**src/hdl/cfm_pkg.sv**
```systemverilog
// ---------------------------------------------------------------------------
// Cumulative frequency model - package
// Field widths, operation and status codes, result record.
// ---------------------------------------------------------------------------
package cfm_pkg;

  localparam int MAX_SYMBOLS_DEF = 256;
  localparam int MAX_TOTAL_DEF   = 65536;

  localparam int OP_W     = 2;
  localparam int FREQ_W   = 17;
  localparam int SYM_W    = 8;
  localparam int TARGET_W = 17;
  localparam int STAT_W   = 2;
  localparam int VAL_W    = 17;
  localparam int ALPH_W   = 9;

  localparam int IN_DATA_W  = 48;
  localparam int OUT_DATA_W = 72;

  localparam logic [OP_W-1:0] OP_LOAD  = 2'd0;
  localparam logic [OP_W-1:0] OP_RANGE = 2'd1;
  localparam logic [OP_W-1:0] OP_FIND  = 2'd2;

  localparam logic [STAT_W-1:0] ST_OK        = 2'd0;
  localparam logic [STAT_W-1:0] ST_REJECT    = 2'd1;
  localparam logic [STAT_W-1:0] ST_QUERY_ERR = 2'd2;

  typedef struct packed {
    logic [STAT_W-1:0] status;
    logic [SYM_W-1:0]  found_symbol;
    logic [VAL_W-1:0]  range_low;
    logic [VAL_W-1:0]  range_high;
    logic [VAL_W-1:0]  total_count;
    logic [ALPH_W-1:0] alphabet_count;
  } cfm_res_t;

endpackage

```
**src/hdl/cfm_ctrl.sv**
```systemverilog
// ---------------------------------------------------------------------------
// Cumulative frequency model - sequencer
// Load accumulation, range lookup and binary search over the table.
// ---------------------------------------------------------------------------
module cfm_ctrl #(
  parameter int MAX_SYMBOLS = cfm_pkg::MAX_SYMBOLS_DEF,
  parameter int MAX_TOTAL   = cfm_pkg::MAX_TOTAL_DEF,
  parameter int AW          = $clog2(cfm_pkg::MAX_SYMBOLS_DEF),
  parameter int CNT_W       = $clog2(cfm_pkg::MAX_SYMBOLS_DEF + 1),
  parameter int SUM_W       = $clog2(cfm_pkg::MAX_TOTAL_DEF + 1)
) (
  input  logic                          clk,
  input  logic                          rst_n,
  input  logic                          in_valid,
  output logic                          in_ready,
  input  logic [cfm_pkg::OP_W-1:0]      in_operation,
  input  logic [cfm_pkg::FREQ_W-1:0]    in_freq,
  input  logic                          in_last,
  input  logic [cfm_pkg::SYM_W-1:0]     in_symbol,
  input  logic [cfm_pkg::TARGET_W-1:0]  in_target,
  output logic                          res_valid,
  input  logic                          res_ready,
  output cfm_pkg::cfm_res_t             res,
  output logic                          mem_we,
  output logic [AW-1:0]                 mem_waddr,
  output logic [SUM_W-1:0]              mem_wdata,
  output logic [AW-1:0]                 mem_raddr,
  input  logic [SUM_W-1:0]              mem_rdata
);

  import cfm_pkg::*;

  localparam int ACC_W = $clog2(MAX_TOTAL + (1 << FREQ_W));
  localparam int CMP_W = (CNT_W > SYM_W) ? CNT_W : SYM_W;
  localparam int TV_W  = (SUM_W > TARGET_W) ? SUM_W : TARGET_W;

  typedef enum logic [4:0] {
    S_IDLE = 5'b00001,
    S_LOW  = 5'b00010,
    S_SRCH = 5'b00100,
    S_HI   = 5'b01000,
    S_DONE = 5'b10000
  } state_t;

  state_t              state_r, state_nxt;
  logic [CNT_W-1:0]    model_size_r, model_size_nxt;
  logic [SUM_W-1:0]    total_r, total_nxt;
  logic [CNT_W-1:0]    load_cnt_r, load_cnt_nxt;
  logic [ACC_W-1:0]    load_sum_r, load_sum_nxt;
  logic                load_active_r, load_active_nxt;
  logic                load_bad_r, load_bad_nxt;
  logic [CNT_W-1:0]    lo_r, lo_nxt;
  logic [CNT_W-1:0]    hi_r, hi_nxt;
  logic [CNT_W-1:0]    mid_r, mid_nxt;
  logic [SUM_W-1:0]    lo_val_r, lo_val_nxt;
  logic                find_r, find_nxt;
  logic [TARGET_W-1:0] target_r, target_nxt;
  cfm_res_t            res_r, res_nxt;

  always_comb begin
    logic [CNT_W-1:0] cnt_v;
    logic [ACC_W-1:0] sum_v;
    logic             bad_v;
    logic [CNT_W-1:0] idx_v;
    logic [CNT_W-1:0] lo_v;
    logic [CNT_W-1:0] hi_v;
    logic [CNT_W-1:0] mid_v;
    cfm_res_t         err_v;

    state_nxt       = state_r;
    model_size_nxt  = model_size_r;
    total_nxt       = total_r;
    load_cnt_nxt    = load_cnt_r;
    load_sum_nxt    = load_sum_r;
    load_active_nxt = load_active_r;
    load_bad_nxt    = load_bad_r;
    lo_nxt          = lo_r;
    hi_nxt          = hi_r;
    mid_nxt         = mid_r;
    lo_val_nxt      = lo_val_r;
    find_nxt        = find_r;
    target_nxt      = target_r;
    res_nxt         = res_r;
    mem_we          = 1'b0;
    mem_waddr       = '0;
    mem_wdata       = '0;
    mem_raddr       = '0;

    cnt_v = '0;
    sum_v = '0;
    bad_v = 1'b0;
    idx_v = '0;
    lo_v  = '0;
    hi_v  = '0;
    mid_v = '0;

    err_v                = '0;
    err_v.status         = ST_QUERY_ERR;
    err_v.total_count    = VAL_W'(total_r);
    err_v.alphabet_count = ALPH_W'(model_size_r);

    unique case (state_r)
      S_IDLE: begin
        if (in_valid) begin
          case (in_operation)
            OP_LOAD: begin
              cnt_v = load_active_r ? load_cnt_r : '0;
              sum_v = load_active_r ? load_sum_r : '0;
              bad_v = load_active_r ? load_bad_r : 1'b0;
              if (!load_active_r) begin
                model_size_nxt = '0;
                total_nxt      = '0;
              end
              if (!bad_v) begin
                if (cnt_v >= CNT_W'(MAX_SYMBOLS)) begin
                  bad_v = 1'b1;
                end else begin
                  sum_v = sum_v + ACC_W'(in_freq);
                  if (sum_v > ACC_W'(MAX_TOTAL)) begin
                    bad_v = 1'b1;
                  end else begin
                    mem_we    = 1'b1;
                    mem_waddr = cnt_v[AW-1:0];
                    mem_wdata = sum_v[SUM_W-1:0];
                    cnt_v     = cnt_v + CNT_W'(1);
                  end
                end
              end
              res_nxt        = '0;
              res_nxt.status = ST_OK;
              if (!in_last) begin
                load_active_nxt = 1'b1;
              end else begin
                load_active_nxt = 1'b0;
                if (bad_v || (sum_v == '0) || (cnt_v == '0)) begin
                  model_size_nxt = '0;
                  total_nxt      = '0;
                  res_nxt.status = ST_REJECT;
                end else begin
                  model_size_nxt         = cnt_v;
                  total_nxt              = sum_v[SUM_W-1:0];
                  res_nxt.total_count    = VAL_W'(sum_v[SUM_W-1:0]);
                  res_nxt.alphabet_count = ALPH_W'(cnt_v);
                end
              end
              load_cnt_nxt = cnt_v;
              load_sum_nxt = sum_v;
              load_bad_nxt = bad_v;
              state_nxt    = S_DONE;
            end
            OP_RANGE: begin
              if (CMP_W'(in_symbol) >= CMP_W'(model_size_r)) begin
                res_nxt   = err_v;
                state_nxt = S_DONE;
              end else begin
                idx_v      = CNT_W'(in_symbol);
                lo_nxt     = idx_v;
                find_nxt   = 1'b0;
                lo_val_nxt = '0;
                if (in_symbol == '0) begin
                  mem_raddr = '0;
                  state_nxt = S_HI;
                end else begin
                  idx_v     = idx_v - CNT_W'(1);
                  mem_raddr = idx_v[AW-1:0];
                  state_nxt = S_LOW;
                end
              end
            end
            OP_FIND: begin
              if ((model_size_r == '0) || (TV_W'(in_target) >= TV_W'(total_r))) begin
                res_nxt   = err_v;
                state_nxt = S_DONE;
              end else begin
                lo_nxt     = '0;
                hi_nxt     = model_size_r;
                lo_val_nxt = '0;
                find_nxt   = 1'b1;
                target_nxt = in_target;
                if (model_size_r > CNT_W'(1)) begin
                  mid_v     = model_size_r >> 1;
                  mid_nxt   = mid_v;
                  idx_v     = mid_v - CNT_W'(1);
                  mem_raddr = idx_v[AW-1:0];
                  state_nxt = S_SRCH;
                end else begin
                  mem_raddr = '0;
                  state_nxt = S_HI;
                end
              end
            end
            default: begin
              res_nxt   = err_v;
              state_nxt = S_DONE;
            end
          endcase
        end
      end
      S_LOW: begin
        lo_val_nxt = mem_rdata;
        mem_raddr  = lo_r[AW-1:0];
        state_nxt  = S_HI;
      end
      S_SRCH: begin
        lo_v = lo_r;
        hi_v = hi_r;
        if (TV_W'(mem_rdata) <= TV_W'(target_r)) begin
          lo_v       = mid_r;
          lo_val_nxt = mem_rdata;
        end else begin
          hi_v = mid_r;
        end
        lo_nxt = lo_v;
        hi_nxt = hi_v;
        if ((hi_v - lo_v) > CNT_W'(1)) begin
          mid_v     = lo_v + ((hi_v - lo_v) >> 1);
          mid_nxt   = mid_v;
          idx_v     = mid_v - CNT_W'(1);
          mem_raddr = idx_v[AW-1:0];
        end else begin
          mem_raddr = lo_v[AW-1:0];
          state_nxt = S_HI;
        end
      end
      S_HI: begin
        res_nxt                = '0;
        res_nxt.status         = ST_OK;
        res_nxt.found_symbol   = find_r ? SYM_W'(lo_r) : '0;
        res_nxt.range_low      = VAL_W'(lo_val_r);
        res_nxt.range_high     = VAL_W'(mem_rdata);
        res_nxt.total_count    = VAL_W'(total_r);
        res_nxt.alphabet_count = ALPH_W'(model_size_r);
        state_nxt              = S_DONE;
      end
      S_DONE: begin
        if (res_ready) begin
          state_nxt = S_IDLE;
        end
      end
      default: begin
        state_nxt = S_IDLE;
      end
    endcase
  end

  assign in_ready  = (state_r == S_IDLE);
  assign res_valid = (state_r == S_DONE);
  assign res       = res_r;

  always_ff @(posedge clk) begin
    if (!rst_n) begin
      state_r       <= S_IDLE;
      model_size_r  <= '0;
      total_r       <= '0;
      load_cnt_r    <= '0;
      load_sum_r    <= '0;
      load_active_r <= 1'b0;
      load_bad_r    <= 1'b0;
    end else begin
      state_r       <= state_nxt;
      model_size_r  <= model_size_nxt;
      total_r       <= total_nxt;
      load_cnt_r    <= load_cnt_nxt;
      load_sum_r    <= load_sum_nxt;
      load_active_r <= load_active_nxt;
      load_bad_r    <= load_bad_nxt;
    end
  end

  always_ff @(posedge clk) begin
    lo_r     <= lo_nxt;
    hi_r     <= hi_nxt;
    mid_r    <= mid_nxt;
    lo_val_r <= lo_val_nxt;
    find_r   <= find_nxt;
    target_r <= target_nxt;
    res_r    <= res_nxt;
  end

endmodule

```
**config.mk**
```make
export PLATFORM = sky130hd
export DESIGN_NAME = cfm_ctrl
export DESIGN_NICKNAME = d
export VERILOG_FILES = /design/src/hdl/cfm_pkg.sv /design/src/hdl/cfm_ctrl.sv
export SDC_FILE = /design/constraint.sdc
export NUM_CORES = 1
export LEC_CHECK = 0
export ABC_AREA = 1
export BUFFER_PORTS_ARGS = -buffer_cell sky130_fd_sc_hd__buf_2
export CAP_MARGIN = 10
export CORE_MARGIN = 2
export CORE_UTILIZATION = 35
export CTS_CLUSTER_DIAMETER = 80
export DETAILED_ROUTE_END_ITERATION = 16
export MAX_ROUTING_LAYER = met4
export PLACE_DENSITY = 0.54
export SLEW_MARGIN = 15
export SYNTH_ARGS = -nofsm -noshare
export SYNTH_HDL_FRONTEND = slang
export SYNTH_SLANG_ARGS = --single-unit
```
**constraint.sdc**
```tcl
create_clock -name clk -period 13.5 [get_ports clk]
set_clock_uncertainty 0.05 [all_clocks]
set_input_delay 2.7 -clock clk [delete_from_list [all_inputs] [get_ports clk]]
set_output_delay 2.7 -clock clk [all_outputs]
set_load 0.01 [all_outputs]
```
==> key figures <==
Timing
  • Minimum clock period: 10340 ps
  • F_max: 96.7 MHz
  • Final setup TNS: 0 ps
  • Slew Limit Fails: 0
  • Setup violators final: 0
  • Worst-Margin Slew: 1100 ps
  • Slew headroom: 26.6%
  • Count of final hold-check violations: 0
  • RSZ-0062 raised after global routing: false
  • Tcrit/Tclk final: 76.6%

Global routing
  • Vias in the first global route: 10144
  • Initial antenna violation count: 2
  • Largest net degree at the start of global routing: 54
  • GRT overflow: 0
  • GRT Total Usage: 20.0%
  • Global-route wire length before repair: 55000 µm

Power
  • Peak VDD IR: 0.0854 mV
  • Static Leakage: 6.97 nW
  • PD cells: 113 nW/µm²

Critical path
  • Cell repeated most along the worst path: nand2_1
  • Critical path's slowest cell: o21ai_0
  • Maximum fanout along the worst path: 32
  • CP peak stage delay: 470 ps
  • Startpoint types: primary input
  • Worst Path Arrival: 7590 ps
  • Critical path class: in -> out
  • Worst EP required: 10750 ps
  • Crit end category: output pin

Die
  • Die height: 192 µm
  • Die X-Extent: 192 µm
  • Area of the core: 34600 µm²
  • FP Rows: 68
  • Ports: 172
  • Starting Density: 35.6%
  • Die area: 36800 µm²

Outcome
  • Status: completed

Yosys
  • Synth Cell Area: 12300 µm²
  • Synth Register Bits: 192
  • Mapped Nets: 1761
  • Number of synthesized flops with an enable pin: 132
  • Mean Syn Cell Area: 7.67 µm²
  • Ys flop type: edfxtp_1
  • Ys Warns: 0
  • Seq/Total Area, Yosys: 41.9%
  • Distinct cells, synth: 48
  • Cells after Synth: 1609
  • Post-synthesis async set-or-reset flop share: 0%

Route
  • Via-per-instance ratio: 4.83
  • Detail Route Antenna Nets: 0
  • Met1 WL: 17000 µm
  • Detailed Routing Iterations Pass 1: 7
  • DRC errors left: 0
  • Drt first-iter violations: 627
  • Routed WL: 35500 µm
  • Via count: 10773
  • Max Used Layer: met4
  • Met3 wire len: 1820 µm
  • Met2 wire len: 16000 µm
  • DR WL/cell: 15.9 µm

Clocking
  • Hold_buf cts: 0
  • CTS tree: yes
  • Reg clk slew, reported paths: 80 ps
  • H-tree depth: 4
  • Clk root buf: clkbuf_16
  • Cts bufs inserted: 17
  • Clock Latency Late Sink: 450 ps
  • Post_cts resized: 0
  • Clk sink count: 192
  • Clock buffer depth: 2
  • Setup Fix Bufs, Post-CTS: 0

Job
  • Max Cap Viol: 0

Cells and area
  • Layout net count: 1914
  • Most common cell after layout, fill and taps aside: nand2_1
  • Synth-to-Final Area Change: 15.8%
  • Share of layout cells above drive strength 1: 14.8%
  • Post-layout util: 41.3%
  • Most frequent cells in the layout: nand2_1 (317), inv_1 (291), nor2_1 (208), buf_2 (171), edfxtp_1 (132)

Place
  • Routability Congestion: 0.946
  • Detail Placement HPWL: 27600 µm
  • Port bufs: 171

Hold path
  • Worst min-delay path class: reg -> reg
[state kept, by name, indices dropped and copies added, names as in the netlist]
signal and flops:
find_r 1, target_r 17, load_bad_r 1, load_active_r 1
model_size_r 9, hi_r 9, total_r 17, lo_r 9
lo_val_r 17, load_cnt_r 9, mid_r 9, res 70
state_r 5, load_sum_r 18
[worst max-delay path, delay by kind of cell]
| kind | cells | cell delay (ps) |
|---|---|---|
| simple gates | 14 | 1110 |
| buf+inv | 6 | 760 |
| xor+xnor | 1 | 250 |
| compound gates | 7 | 1740 |
| fa+ha+maj | 3 | 1000 |
[per-layer routing]
layer | track usage, % | vias up
li1 | - | 5531
met1 | 27.3 | 4908
met2 | 31.4 | 297
met3 | 2.38 | 37
met4 | 5.83 | 0
met5 | - | -
[synthesized netlist by cell type, types with 9 or more instances]
library cell	instances	area share (%)
a21oi_1	117	4.7
clkbuf_1	37	1.1
dfxtp_1	60	9.7
edfxtp_1	132	32
ha_1	84	8.5
inv_1	291	8.9
nand2_1	317	9.6
nand3_1	68	2.8
nand3_2	19	1.5
nand3b_1	9	0.55
nand4_1	19	0.96
nor2_1	209	6.4
nor3_1	16	0.65
o211ai_1	13	0.79
o21ai_0	110	4.5
xnor2_1	9	0.64
xor2_1	18	1.3
[worst paths after layout]
| kind | startpoint | end | slack, ps | cells past startpoint |
|---|---|---|---|---|
| setup reg to reg | target_r[16] | mid_r[8] | 8220 | 28 |
| hold / removal | load_cnt_r[1] | load_cnt_r[1] | 460 | 2 |
| setup / recovery | mem_rdata[4] | mem_raddr[7] | 3160 | 31 |
| hold reg to reg | load_cnt_r[1] | load_cnt_r[1] | 460 | 2 |
[power by group]
group          leakage (nW)  switching [W]  internal, W  total (W)
Combinational          4.95       0.000274     0.000131   0.000405
Clock                 0.279       0.000254     0.000247   0.000501
Sequential             1.74      0.0000215     0.000691   0.000712
Total                  6.97       0.000550      0.00107    0.00162
[area by class of cell]
class                      instances  area [µm²]
clock inverter                    13         141
antenna                            2        5.00
multi-input combinational       1072        5900
inverter                         295        1110
tap                              455         569
clock buffer                      19         433
timing repair buffer             184         973
sequential                       192        5160
fill                            3596       20300
[logic make-up after synthesis]
group	Yosys count	share of synthesized area, %
flops	192	41.9
fa+ha+maj	86	8.84
simple gates	680	24.0
xor+xnor	29	2.18
buf+inv	345	10.7
compound gates	272	11.9
mux	5	0.446
[per-stage QoR]
step	power, W	instance area (µm²)	worst slack (ps)	instances	hold slack [ps]
after floorplan	0.000995	12300	3710	1609	417
after global placement	0.00113	13700	3120	2197	430
after detailed placement	0.00113	13700	3220	2197	442
after CTS	0.00163	14300	3190	2229	462
after global routing	0.00171	14300	2700	2232	505
final	0.00162	14300	3160	2232	459
Power figures use the tool's default switching activity.
